==> src/hw/rtl/psh_pkg.sv <==
// Shared constants, types and helpers of the pair-sum hash detector.
package psh_pkg;

  // Field widths fixed by the stream format
  localparam int VALUE_W  = 32;
  localparam int TARGET_W = 33;

  // Hash table geometry; the home slot is the low value bits, so the depth is a power of two
  localparam int TABLE_DEPTH = 1024;
  localparam int ADDR_W      = $clog2(TABLE_DEPTH);

  // Set tag stored beside each value; tag zero never marks a live entry
  localparam int TAG_W = 8;
  localparam logic [TAG_W-1:0] TAG_NONE  = '0;
  localparam logic [TAG_W-1:0] TAG_FIRST = TAG_W'(1);
  localparam logic [TAG_W-1:0] TAG_LAST  = '1;

  // Width of the result beat payload
  localparam int OUT_DATA_W = 8;

  typedef logic [ADDR_W-1:0] addr_t;

  typedef struct packed {
    logic [TAG_W-1:0]   tag;
    logic [VALUE_W-1:0] value;
  } entry_t;

  typedef struct packed {
    logic   en;
    logic   we;
    addr_t  addr;
    entry_t data;
  } mem_req_t;

  typedef enum logic [2:0] {
    ST_CLEAR,
    ST_IDLE,
    ST_LOOK,
    ST_INS,
    ST_EMIT
  } state_t;

  // Home slot of a value: its low bits
  function automatic addr_t home_slot(input logic [VALUE_W-1:0] v);
    return v[ADDR_W-1:0];
  endfunction

endpackage

==> src/hw/rtl/psh_ctrl.sv <==
// Probe sequencer: complement lookup, insert, set tagging and table clearing.
module psh_ctrl (
  input  logic                               clk,
  input  logic                               rst_n,
  input  logic                               in_tvalid,
  output logic                               in_tready,
  input  logic        [psh_pkg::VALUE_W-1:0] in_value,
  input  logic                               in_last,
  input  logic signed [psh_pkg::TARGET_W-1:0] target,
  output psh_pkg::mem_req_t                  req,
  input  psh_pkg::entry_t                    rd_q,
  output logic                               res_valid,
  input  logic                               res_ready,
  output logic                               res_found,
  output logic                               res_full
);

  psh_pkg::state_t              state_r, state_nxt;
  logic [psh_pkg::ADDR_W-1:0]   cnt_r;
  logic [psh_pkg::TAG_W-1:0]    epoch_r;
  logic                         match_r;
  logic                         ovf_r;
  psh_pkg::addr_t               slot_r;
  logic [psh_pkg::VALUE_W-1:0]  val_r;
  logic [psh_pkg::VALUE_W-1:0]  comp_r;
  logic                         last_r;

  logic signed [psh_pkg::TARGET_W:0] comp_full;
  logic                         comp_ok;
  psh_pkg::addr_t               first_addr;
  logic [psh_pkg::VALUE_W-1:0]  key;
  logic                         used;
  logic                         hit;
  logic                         exhaust;
  logic                         step;

  // Complement target minus value, and whether it fits the value range.
  assign comp_full = $signed({target[psh_pkg::TARGET_W-1], target})
                   - $signed({{2{in_value[psh_pkg::VALUE_W-1]}}, in_value});
  assign comp_ok   = (comp_full[psh_pkg::TARGET_W] == comp_full[psh_pkg::TARGET_W-1]) &&
                     (comp_full[psh_pkg::TARGET_W-1] == comp_full[psh_pkg::VALUE_W-1]);
  assign first_addr = comp_ok ? psh_pkg::home_slot(comp_full[psh_pkg::VALUE_W-1:0])
                              : psh_pkg::home_slot(in_value);

  // Compare the entry read last cycle against the key of the current probe run.
  assign key     = (state_r == psh_pkg::ST_LOOK) ? comp_r : val_r;
  assign used    = (rd_q.tag == epoch_r);
  assign hit     = used && (rd_q.value == key);
  assign exhaust = used && !hit && (cnt_r == psh_pkg::ADDR_W'(psh_pkg::TABLE_DEPTH - 1));
  assign step    = used && !hit && !exhaust;

  // Next state.
  always_comb begin
    state_nxt = state_r;
    unique case (state_r)
      psh_pkg::ST_CLEAR: begin
        if (cnt_r == psh_pkg::ADDR_W'(psh_pkg::TABLE_DEPTH - 1)) begin
          state_nxt = psh_pkg::ST_IDLE;
        end
      end
      psh_pkg::ST_IDLE: begin
        if (in_tvalid) begin
          state_nxt = comp_ok ? psh_pkg::ST_LOOK : psh_pkg::ST_INS;
        end
      end
      psh_pkg::ST_LOOK: begin
        if (!step) begin
          state_nxt = psh_pkg::ST_INS;
        end
      end
      psh_pkg::ST_INS: begin
        if (!step) begin
          state_nxt = last_r ? psh_pkg::ST_EMIT : psh_pkg::ST_IDLE;
        end
      end
      psh_pkg::ST_EMIT: begin
        if (res_ready) begin
          state_nxt = (epoch_r == psh_pkg::TAG_LAST) ? psh_pkg::ST_CLEAR : psh_pkg::ST_IDLE;
        end
      end
      default: state_nxt = psh_pkg::ST_CLEAR;
    endcase
  end

  // Memory requests, handshake and result strobe.
  always_comb begin
    in_tready       = 1'b0;
    res_valid       = 1'b0;
    req.en          = 1'b0;
    req.we          = 1'b0;
    req.addr        = slot_r + psh_pkg::ADDR_W'(1);
    req.data.tag    = epoch_r;
    req.data.value  = val_r;
    unique case (state_r)
      psh_pkg::ST_CLEAR: begin
        req.en         = 1'b1;
        req.we         = 1'b1;
        req.addr       = cnt_r;
        req.data.tag   = psh_pkg::TAG_NONE;
        req.data.value = '0;
      end
      psh_pkg::ST_IDLE: begin
        in_tready = 1'b1;
        req.en    = in_tvalid;
        req.addr  = first_addr;
      end
      psh_pkg::ST_LOOK: begin
        req.en = 1'b1;
        if (!step) begin
          req.addr = psh_pkg::home_slot(val_r);
        end
      end
      psh_pkg::ST_INS: begin
        if (step) begin
          req.en = 1'b1;
        end else if (!used) begin
          // Free slot on the probe path: store the value there.
          req.en   = 1'b1;
          req.we   = 1'b1;
          req.addr = slot_r;
        end
      end
      psh_pkg::ST_EMIT: begin
        res_valid = 1'b1;
      end
      default: ;
    endcase
  end

  assign res_found = match_r;
  assign res_full  = ovf_r;

  // Control registers.
  always_ff @(posedge clk) begin
    if (!rst_n) begin
      state_r <= psh_pkg::ST_CLEAR;
      cnt_r   <= '0;
      epoch_r <= psh_pkg::TAG_FIRST;
      match_r <= 1'b0;
      ovf_r   <= 1'b0;
    end else begin
      state_r <= state_nxt;
      unique case (state_r)
        psh_pkg::ST_CLEAR: begin
          cnt_r <= cnt_r + psh_pkg::ADDR_W'(1);
          if (state_nxt == psh_pkg::ST_IDLE) begin
            epoch_r <= psh_pkg::TAG_FIRST;
          end
        end
        psh_pkg::ST_IDLE: begin
          cnt_r <= '0;
        end
        psh_pkg::ST_LOOK: begin
          if (step) begin
            cnt_r <= cnt_r + psh_pkg::ADDR_W'(1);
          end else begin
            cnt_r   <= '0;
            match_r <= match_r | hit;
          end
        end
        psh_pkg::ST_INS: begin
          if (step) begin
            cnt_r <= cnt_r + psh_pkg::ADDR_W'(1);
          end else begin
            cnt_r <= '0;
            ovf_r <= ovf_r | exhaust;
          end
        end
        psh_pkg::ST_EMIT: begin
          if (res_ready) begin
            match_r <= 1'b0;
            ovf_r   <= 1'b0;
            cnt_r   <= '0;
            if (epoch_r != psh_pkg::TAG_LAST) begin
              epoch_r <= epoch_r + psh_pkg::TAG_W'(1);
            end
          end
        end
        default: ;
      endcase
    end
  end

  // Item payload and probe position.
  always_ff @(posedge clk) begin
    unique case (state_r)
      psh_pkg::ST_IDLE: begin
        if (in_tvalid) begin
          val_r  <= in_value;
          last_r <= in_last;
          comp_r <= comp_full[psh_pkg::VALUE_W-1:0];
          slot_r <= first_addr;
        end
      end
      psh_pkg::ST_LOOK: begin
        slot_r <= step ? slot_r + psh_pkg::ADDR_W'(1) : psh_pkg::home_slot(val_r);
      end
      psh_pkg::ST_INS: begin
        if (step) begin
          slot_r <= slot_r + psh_pkg::ADDR_W'(1);
        end
      end
      default: ;
    endcase
  end

endmodule

==> config.mk <==
export PLATFORM = sky130hd
export DESIGN_NAME = psh_ctrl
export DESIGN_NICKNAME = d
export VERILOG_FILES = /design/src/hw/rtl/psh_pkg.sv /design/src/hw/rtl/psh_ctrl.sv
export SDC_FILE = /design/constraint.sdc
export NUM_CORES = 1
export LEC_CHECK = 0
export ABC_AREA = 1
export BUFFER_PORTS_ARGS = -buffer_cell sky130_fd_sc_hd__buf_4
export CORE_ASPECT_RATIO = 0.8
export CORE_MARGIN = 4
export CORE_UTILIZATION = 45
export DETAILED_ROUTE_END_ITERATION = 6
export HOLD_SLACK_MARGIN = 0.05
export PLACE_DENSITY = 0.7
export SKIP_CTS_REPAIR_TIMING = 1
export SLEW_MARGIN = 20
export SYNTH_ARGS = -nofsm -noshare
export SYNTH_HDL_FRONTEND = slang
export SYNTH_SLANG_ARGS = --single-unit
==> constraint.sdc <==
create_clock -name clk -period 7.68 [get_ports clk]
set_input_delay 0.384 -clock clk [delete_from_list [all_inputs] [get_ports clk]]
set_output_delay 0.384 -clock clk [all_outputs]
set_load 0.02 [all_outputs]
### Word-level counts from Yosys, hierarchy flattened

Index checks and enable logic that the tools add are counted.

| cells by class | value |
|---|---|
| add/subtract/negate cells | 4 |
| equal/unequal tests | 19 |
| mux-type cells | 36 |
| bitwise operators | 2 |
| reductions and logical operators | 21 |

Operator list:

| operator | count |
|---|---|
| $pmux 10 s4 | 2 |
| $mux 10 | 6 |
| $mux 40 | 1 |
| $sub 33x32->34 | 1 |
| $eq 32x32->1 | 1 |
| $mux 32 | 1 |
| $pmux 10 s3 | 1 |
| $mux 8 | 3 |
| $add 10x1->10 const B | 2 |
| $mux 3 | 6 |
| $pmux 8 s2 | 1 |
| $pmux 3 s5 | 1 |
| $ne 2x2->1 const B | 7 |
| $mux 12 | 1 |
| $mux 11 | 1 |
| $eq 10x10->1 const B | 1 |
| $reduce_and 3->1 | 3 |
| $add 8x1->8 const B | 1 |
| $eq 8x8->1 | 1 |
| $eq 8x8->1 const B | 1 |
| $mux 1 | 8 |
| $ne 8x8->1 const B | 1 |
| $eq 3x1->1 const B | 2 |
| $eq 3x2->1 const B | 2 |
| other kinds (14) | 27 |

| storage, ports and cells | value |
|---|---|
| register bits | 98 |
| input port bits | 110 |
| output and inout bits | 56 |
| word-level logic and storage cells | 91 |

### Longest topological paths before layout

Gate-level depths: netlist of the first run.

| logic depth | value |
|---|---|
| depth after elaboration | 14 |
| mapped depth | 26 |
| mapped depth without buffers | 26 |

### Least setup slack after synthesis of the first run

Ideal clock, no wire load.

| path | value |
|---|---|
| kind | flip-flop to flip-flop |
| start point | register state_r[1] |
| end point | register epoch_r[1] (netlist name) |
| setup time | 0.064 ns |
| arrival time | 8.043 ns |
| required time | 7.616 ns |
| path slack | -0.427 ns |
| cell stages (with the launch flop) | 11 |
| buffers on the path | 1 |
| clock period less this slack | 8.107 ns |
| cell sequence | dfxtp_1 buf_4 nor4_1 nand2_1 nand3_1 nand2_1 nand2_4 nand2_4 nand2_1 nand2_1 nor2_2 |

| on the way | value |
|---|---|
| word-level cells in the longest chain between the ends | 14 |
| elaborated cells between the ends (all ways) | 26 |
| classes of those cells | 9 x eq/ne; 8 x mux; 9 x reduce/logical |

RTL lines:

| what | RTL line | text |
|---|---|---|
| start, declared | psh_ctrl.sv:18 | `psh_pkg::state_t state_r, state_nxt;` |
| start signal, assigned | psh_ctrl.sv:136 | `state_r <= psh_pkg::ST_CLEAR;` |
| start signal, assigned | psh_ctrl.sv:142 | `state_r <= state_nxt;` |
| $eq 3x2->1 | psh_ctrl.sv:46, psh_ctrl.sv:55 |  |
| $mux 32 | psh_ctrl.sv:46 | `assign key = (state_r == psh_pkg::ST_LOOK) ? comp_r : val_r;` |
| $eq 32x32->1 | psh_ctrl.sv:48 | `assign hit = used && (rd_q.value == key);` |
| $logic_and 1x1->1 | psh_ctrl.sv:48 |  |
| $logic_not 1->1 | psh_ctrl.sv:49, psh_ctrl.sv:50 |  |
| $logic_and 1x1->1 | psh_ctrl.sv:49, psh_ctrl.sv:50 |  |
| $logic_and 1x1->1 | psh_ctrl.sv:49 | `assign exhaust = used && !hit && (cnt_r == psh_pkg::ADDR_W'(psh_pkg::TABLE_DEPTH - 1));` |
| $logic_not 1->1 | psh_ctrl.sv:50 | `assign step = used && !hit && !exhaust;` |
| $logic_and 1x1->1 | psh_ctrl.sv:50 |  |
| $mux 3 (on tied branches) | psh_ctrl.sv:72, psh_ctrl.sv:67 |  |
| $pmux 3 s5 | psh_ctrl.sv:55 | `unique case (state_r)` |
| $eq 3x1->1 | psh_ctrl.sv:146 | `if (state_nxt == psh_pkg::ST_IDLE) begin` |
| $ne 2x2->1 (no line) | n/a |  |
| $reduce_and 4->1 (no line) | n/a |  |
| end signal, assigned | psh_ctrl.sv:138 | `epoch_r <= psh_pkg::TAG_FIRST;` |
| end signal, assigned | psh_ctrl.sv:147 | `epoch_r <= psh_pkg::TAG_FIRST;` |
| end signal, assigned | psh_ctrl.sv:175 | `epoch_r <= epoch_r + psh_pkg::TAG_W'(1);` |
| end, declared | psh_ctrl.sv:20 | `logic [psh_pkg::TAG_W-1:0] epoch_r;` |

Several ways; a longest one is shown, not always the timed one.
A chain may end at the register's enable or synchronous reset.

==> results.json, run 1 <==
{
  "whs_endpoint": "val_r[13]",
  "reg2reg_from": "state_r[2]",
  "r2r_end": "slot_r[8]",
  "pwr-share-seq_pct": 43.6,
  "vias_per_cell": 5.115,
  "drc": 0,
  "port_buffers": 165,
  "num_antenna_cells": 0,
  "crit_arrival_ns": 4.55,
  "hold_path_class": "in2reg",
  "worst_pin_slew_ns": 1.078,
  "r2r_cells": 14,
  "hold_depth": 1,
  "yosysTopAreaCell": "edfxtp_1",
  "drive_gt1_share_pct": 14.81,
  "synth_cell_types": 42,
  "async_reset_ff_share_pct": 0,
  "grt_antenna_before_repair": 0,
  "fin_crit_sh_pct": 64.26,
  "setup_viol": 0,
  "max_freq_mhz": 202.6,
  "crit_chain": "inv_2 -> nand3_2 -> nand2_1 -> nand3_1 -> nand2_1 -> nand2_1 -> nor2_1 -> nand2_1 -> nor2_1 -> nand2_1 -> nand3_2 -> a21oi_1 -> o21ai_0 -> nand3_1 -> a21oi_1 -> a21oi_1 -> buf_4",
  "synth_nets": 1363,
  "num_rows": 43,
  "syn_area_per_cell_um2": 6.651,
  "cts.sinks": 98,
  "wl_per_cell_um": 14.93,
  "path_max_fanout": 47,
  "required_ns": 7.30,
  "worstSetupPathType": "reg2out",
  "syn_to_final_growth_pct": 21.27,
  "cp-end-kind": "output port",
  "routabilityCongestion": 0.9171,
  "p_int_w": 0.0009574,
  "drt_pass1_iterations": 5,
  "place_area_um2": 9495,
  "clkPwrFrac_pct": 34.0,
  "first_global_vias": 7568,
  "synth_cells": 1216,
  "r2r_slack_ns": 3.25,
  "synthesis.area_um2": 8088,
  "comb_power_share_pct": 22.4,
  "initial_core_util_pct": 46.25,
  "slew_violations": 0,
  "grt_pass1_wl_um": 38000,
  "die_h_um": 127.9,
  "io_pins": 166,
  "layout.nets": 1519,
  "h-tree-depth": 3,
  "clkTransAtPathRegs_ns": 0.07,
  "gr-total-overflow": 0,
  "cts_tree": "yes",
  "slew_headroom_pct": 28.05,
  "track_usage_pct": 23.65,
  "yosysWarnings": 0,
  "first_iter_violations": 829,
  "hold_viol": 0,
  "power_switching_w": 0.0003850,
  "root_buffer": "clkbuf_16",
  "synth_seq_cells": 98,
  "ys_seq_area_share_pct": 33.54,
  "crit_family": "simple AND/OR/NAND/NOR gates",
  "cts_buffer_depth": 2,
  "p_leak_nw": 5.155,
  "cts_buffers": 9,
  "startpoint_type": "flip-flop",
  "routed_wl_um": 23920,
  "clock_skew_ns": 0.01345,
  "cap_violations": 0,
  "tns_ns": 0,
  "cp_num_buf_inv": 2,
  "status": "finished clean",
  "powerDensity_nw_per_um2": 136.9,
  "synth-edff-count": 75,
  "vias": 8195,
  "synthTopCellsByArea": "edfxtp_1 (28%), nand2_1 (18%), inv_1 (10%)",
  "crit_top_cell": "nand2_1",
  "clk-insertion-delay-late_ns": 0.36,
  "design_area_um2": 9808,
  "switching_share_pct": 28.68,
  "dieArea_um2": 20200,
  "coreArea_um2": 17490,
  "vdd_drop_max_v": 0.0001013,
  "crit_slowest_cell": "dfxtp_1",
  "grt_max_degree": 68,
  "rsz0062_at_grt": "no",
  "postRouteAntennaNets": 0,
  "period_needed_ns": 4.935,
  "dp_hpwl_um": 18790,
  "yosys.area.top_type_share_pct": 27.85,
  "max_stage_delay_ns": 0.94,
  "dieWidth_um": 157.9,
  "synthFlopType": "edfxtp_1",
  "worstHoldStart": "in_value[13]"
}
## stage by stage
step / utilization (%) / setup WS (ns) / hold slack, ns / power [W] / std cells
2_1_floorplan: - / 2.459 / 0.4681 / 0.0007854 / 1216
3_3_place_gp: 54.30 / 3.290 / 0.4457 / 0.0008939 / 1585
3_5_place_dp: 54.30 / 3.168 / 0.4615 / 0.0008962 / 1585
4_1_cts: 55.94 / 2.746 / 0.1998 / 0.001354 / 1601
5_1_grt: 56.09 / 2.389 / 0.2003 / 0.001409 / 1602
6_report: 56.09 / 2.745 / 0.2082 / 0.001342 / 1602
## power groups by stage
stage	Combinational (W)	Clock [W]	Sequential, W
2_1_floorplan	0.000188	0	0.000597
3_3_place_gp	0.000296	0	0.000597
4_1_cts	0.000300	0.000468	0.000585
6_report	0.000301	0.000456	0.000586
5_1_grt	0.000337	0.000486	0.000586
3_5_place_dp	0.000299	0	0.000597
## placed cells by master (no fill, tap or decap), drive strengths merged, types with 8 or more instances in the layout
cell type / Yosys / final
o22ai: 8 / 8
inv: 228 / 228
a21oi: 68 / 68
nor3: 11 / 11
buf: 12 / 169
ha: 36 / 36
nand3: 77 / 77
dfxtp: 23 / 23
xor2: 28 / 28
nand3b: 20 / 20
nand2: 394 / 394
o21ai: 31 / 31
xnor2: 18 / 18
clkbuf: 12 / 14
nor2: 122 / 122
edfxtp: 75 / 75
## worst max path at each step
| stage | depth (start not counted) | from | endpoint |
|---|---|---|---|
| 3_3_place_gp | 19 | state_r[2] | req[49] |
| 3_5_place_dp | 17 | state_r[2] | req[40] |
| 4_1_cts | 18 | state_r[2] | req[45] |
| 5_1_grt | 17 | state_r[2] | req[45] |
| 6_report | 17 | state_r[2] | req[45] |
| 2_1_floorplan | 10 | state_r[0] | epoch_r[1] |
## cells in the mapped netlist, types with 2 or more instances
master / count
edfxtp_1: 75
a31oi_1: 7
inv_2: 2
nand3_2: 2
clkinv_1: 2
o22ai_1: 8
dfxtp_1: 23
nand4_1: 7
or2_2: 7
buf_6: 8
nand2_1: 391
a31o_2: 2
a21oi_1: 68
o21ai_0: 30
o21bai_1: 6
nor2_1: 119
nor4_1: 2
nor3_1: 10
clkbuf_1: 12
nand2_4: 2
a21o_1: 4
nand3b_1: 20
a41oi_1: 3
nand3_1: 75
ha_1: 36
o211ai_1: 3
nor2_2: 2
buf_2: 3
xnor2_1: 18
a211oi_1: 2
inv_1: 226
nor3b_1: 4
xor2_1: 28
## worst register-to-register path, cell delays in order, from the launching register on
cell	delay (ns)
dfxtp_1	0.94
inv_2	0.22
nand3_2	0.81
nand2_1	0.31
nand3_1	0.17
nand2_1	0.06
nand2_1	0.05
nor2_1	0.04
nand2_1	0.05
nor2_1	0.04
nand2_1	0.13
nand3_2	0.41
nor2_1	0.38
nor3_4	0.08
inv_1	0.39
## per-layer routing
metal	global-route usage (%)	vias to the layer above	share of wire, %
li1	-	4149	-
met1	35.83	3699	48
met2	34.87	319	42
met3	4.320	28	8.1
met4	5.564	0	1.6
met5	0	-	0
## flip-flops by register name, summed over array words and instances (netlist names), 3 cells and up
name and cells:
state_r 3, slot_r 10, val_r 32, comp_r 32, cnt_r 10, epoch_r 8
## logic make-up (layout without fill, tap and decap cells)
family	after synthesis	in the layout	synth area share, %
buf+inv	254	415	12.62
flops	98	98	33.54
fa+ha+maj	37	37	5.817
simple gates	644	644	33.49
compound gates	137	137	9.545
xor+xnor	46	46	4.981
## layout make-up
| type | instances | area [µm²] |
|---|---|---|
| timing repair buffer | 169 | 1289 |
| fill | 1686 | 7677 |
| clock buffer | 14 | 275.3 |
| multi-input combinational | 864 | 4377 |
| clock inverter | 2 | 10.01 |
| tap | 225 | 281.5 |
| sequential | 98 | 2713 |
| inverter | 230 | 863.3 |
No activity file was read; power rests on OpenSTA's default activity.
==> inputs of run 2 (changes only) <==
--- a/config.mk
+++ b/config.mk
@@ -5,14 +5,14 @@
 export SDC_FILE = /design/constraint.sdc
 export NUM_CORES = 1
 export LEC_CHECK = 0
-export ABC_AREA = 1
+export ABC_AREA = 0
 export BUFFER_PORTS_ARGS = -buffer_cell sky130_fd_sc_hd__buf_4
 export CORE_ASPECT_RATIO = 0.8
 export CORE_MARGIN = 4
 export CORE_UTILIZATION = 45
 export DETAILED_ROUTE_END_ITERATION = 6
 export HOLD_SLACK_MARGIN = 0.05
-export PLACE_DENSITY = 0.7
+export PLACE_DENSITY = 0.68
 export SKIP_CTS_REPAIR_TIMING = 1
 export SLEW_MARGIN = 20
 export SYNTH_ARGS = -nofsm -noshare
==> constraint.sdc (replaced) <==
create_clock -name clk -period 5.1 [get_ports clk]
set_input_delay 0.255 -clock clk [delete_from_list [all_inputs] [get_ports clk]]
set_output_delay 0.255 -clock clk [all_outputs]
set_load 0.02 [all_outputs]
==> results.json, run 2 <==
{
  "status": "finished clean",
  "synth_nets": 1013,
  "num_rows": 42,
  "coreArea_um2": 16610,
  "max_freq_mhz": 217.6,
  "layout.nets": 1162,
  "cts_tree": "yes",
  "vdd_drop_max_v": 0.0001672,
  "yosysWarnings": 0,
  "clkTransAtPathRegs_ns": 0.07,
  "hold-worst-slack_ns": 0.07396,
  "hold_viol": 0,
  "synthesis.area_um2": 7660,
  "postRouteAntennaNets": 0,
  "required_ns": 4.85,
  "grt_pass1_wl_um": 38540,
  "path_max_fanout": 15,
  "drive_gt1_share_pct": 19.90,
  "cts.sinks": 98,
  "first_iter_violations": 845,
  "gr-total-overflow": 0,
  "crit_top_cell": "o21ai_1",
  "period_needed_ns": 4.596,
  "die_h_um": 124.7,
  "root_buffer": "clkbuf_16",
  "initial_core_util_pct": 46.13,
  "track_usage_pct": 26.04,
  "num_antenna_cells": 0,
  "crit_slowest_cell": "or3b_1",
  "vias_per_cell": 5.704,
  "routed_wl_um": 25780,
  "io_pins": 166,
  "hold_path_class": "in2reg",
  "port_buffers": 165,
  "worstSetupPathType": "reg2out",
  "cts_buffer_depth": 2,
  "clock_skew_ns": 0.01032,
  "synthFlopType": "edfxtp_1",
  "powerDensity_nw_per_um2": 222.1,
  "r2r_cells": 10,
  "layout_common_cells": "buf_4 (171), inv_1 (77), edfxtp_1 (75), nor2_1 (72), nand2_1 (67)",
  "crit_arrival_ns": 4.34,
  "yosysTopAreaCell": "edfxtp_1",
  "place_area_um2": 9046,
  "async_reset_ff_share_pct": 0,
  "netlist_top_cells_count": "inv_1 (77), edfxtp_1 (75), nor2_1 (72), nand2_1 (67), xnor2_1 (50)",
  "drt_pass1_iterations": 6,
  "slew_headroom_pct": 32.52,
  "design_area_um2": 9349,
  "syn_to_final_growth_pct": 22.05,
  "grt_max_degree": 48,
  "ys_seq_area_share_pct": 35.41,
  "synth_cell_types": 71,
  "cp-end-kind": "output port",
  "startpoint_type": "flip-flop",
  "dp.cells": 1224,
  "setup_viol": 0,
  "yosys.area.top_type_share_pct": 29.40,
  "first_global_vias": 6501,
  "drt-met1-wl_um": 12330,
  "grt_antenna_before_repair": 0,
  "h-tree-depth": 3,
  "rsz0062_at_grt": "no",
  "max_stage_delay_ns": 0.67,
  "cap_violations": 0,
  "dp_hpwl_um": 20820,
  "fin_crit_sh_pct": 90.12,
  "synth_seq_cells": 98,
  "synth-edff-count": 75,
  "cts_buffers": 9,
  "worst_pin_slew_ns": 1.010,
  "reg.largest.list": "comp_r x32, val_r x32",
  "synth_cells": 866,
  "synthTopCellsByArea": "edfxtp_1 (29%), dfxtp_1 (6.0%), ha_1 (5.9%)",
  "dieArea_um2": 19190,
  "met3WireLength_um": 2829,
  "tns_ns": 0,
  "drc": 0,
  "slew_violations": 0,
  "dieWidth_um": 153.9,
  "dr_wl_met2_um": 10230,
  "final_common_cell": "buf_4",
  "fin_cells": 1240,
  "routabilityCongestion": 0.9591,
  "vias": 7073,
  "hold_depth": 1,
  "p_leak_nw": 4.081,
  "crit_chain": "or3b_1 -> mux2i_1 -> o221ai_1 -> a2111oi_2 -> o2111ai_2 -> o21ai_4 -> and2b_2 -> o21ai_1 -> o21ai_1 -> o2bb2ai_1 -> buf_4",
  "yosysMostFrequentCell": "inv_1",
  "syn_area_per_cell_um2": 8.845,
  "routed.top_layer": "met4",
  "clk-insertion-delay-late_ns": 0.37,
  "wl_per_cell_um": 20.79
}
run 2: changes by cell type after synthesis, sizes merged, moves of 18 or more:
| cell | delta |
|---|---|
| mux2i | +32 |
| a21oi | -24 |
| nor2 | -50 |
| nand3 | -43 |
| and2 | +39 |
| o21ai | +18 |
| nand2 | -327 |
| nand3b | -20 |
| xnor2 | +33 |
| inv | -151 |
run 2: metrics by stage:
stage | setup slack [ns] | utilization (%) | power [W]
CTS | 0.5669 | 56.30 | 0.002079
global route | 0.2849 | 56.30 | 0.002164
global placement | 0.9095 | 54.48 | 0.001369
detailed placement | 0.9391 | 54.48 | 0.001369
finish | 0.5041 | 56.30 | 0.002076
floorplan | 1.720 | - | 0.001194
run 2: critical path: cells and delay by family, from the launching register on:
| family | cells | cell delay (ns) |
|---|---|---|
| flops | 1 | 0.66 |
| buf+inv | 1 | 0.17 |
| mux | 1 | 0.27 |
| compound gates | 7 | 1.76 |
| simple gates | 2 | 1.10 |
run 2: kinds of logic (layout without fill, tap and decap cells):
family	after synthesis	in the layout	share of synthesized area (%)
flops	98	98	35.41
compound gates	200	200	17.59
mux	40	40	5.505
fa+ha+maj	37	37	6.142
simple gates	284	284	18.18
buf+inv	111	265	6.093
xor+xnor	96	96	11.07
run 2: worst paths after layout:
kind / startpoint / endpoint / slack, ns
hold / removal: in_value[11] / val_r[11] / 0.07
setup reg to reg: state_r[1] / slot_r[5] / 0.85
hold reg to reg: res_found / res_found / 0.49
setup / recovery: state_r[1] / req[48] / 0.50
run 2: per-layer routing:
metal | vias up | track usage [%]
met5 | - | 0
met4 | 0 | 5.452
met3 | 21 | 7.364
met2 | 381 | 34.91
met1 | 3286 | 41.01
li1 | 3385 | -
run 2: cell type report:
class / count / area, µm²
timing repair buffer: 171 / 1284
clock buffer: 11 / 264.0
clock inverter: 5 / 38.79
inverter: 78 / 292.8
tap: 220 / 275.3
sequential: 98 / 2713
fill: 1583 / 7257
multi-input combinational: 657 / 4482
run 2: where the power goes:
part           internal (W)  leakage (nW)  switching [W]  total, W
Sequential         0.000876         0.859     0.00000364  0.000880
Combinational      0.000211          3.07       0.000271  0.000482
Clock              0.000381         0.153       0.000334  0.000715
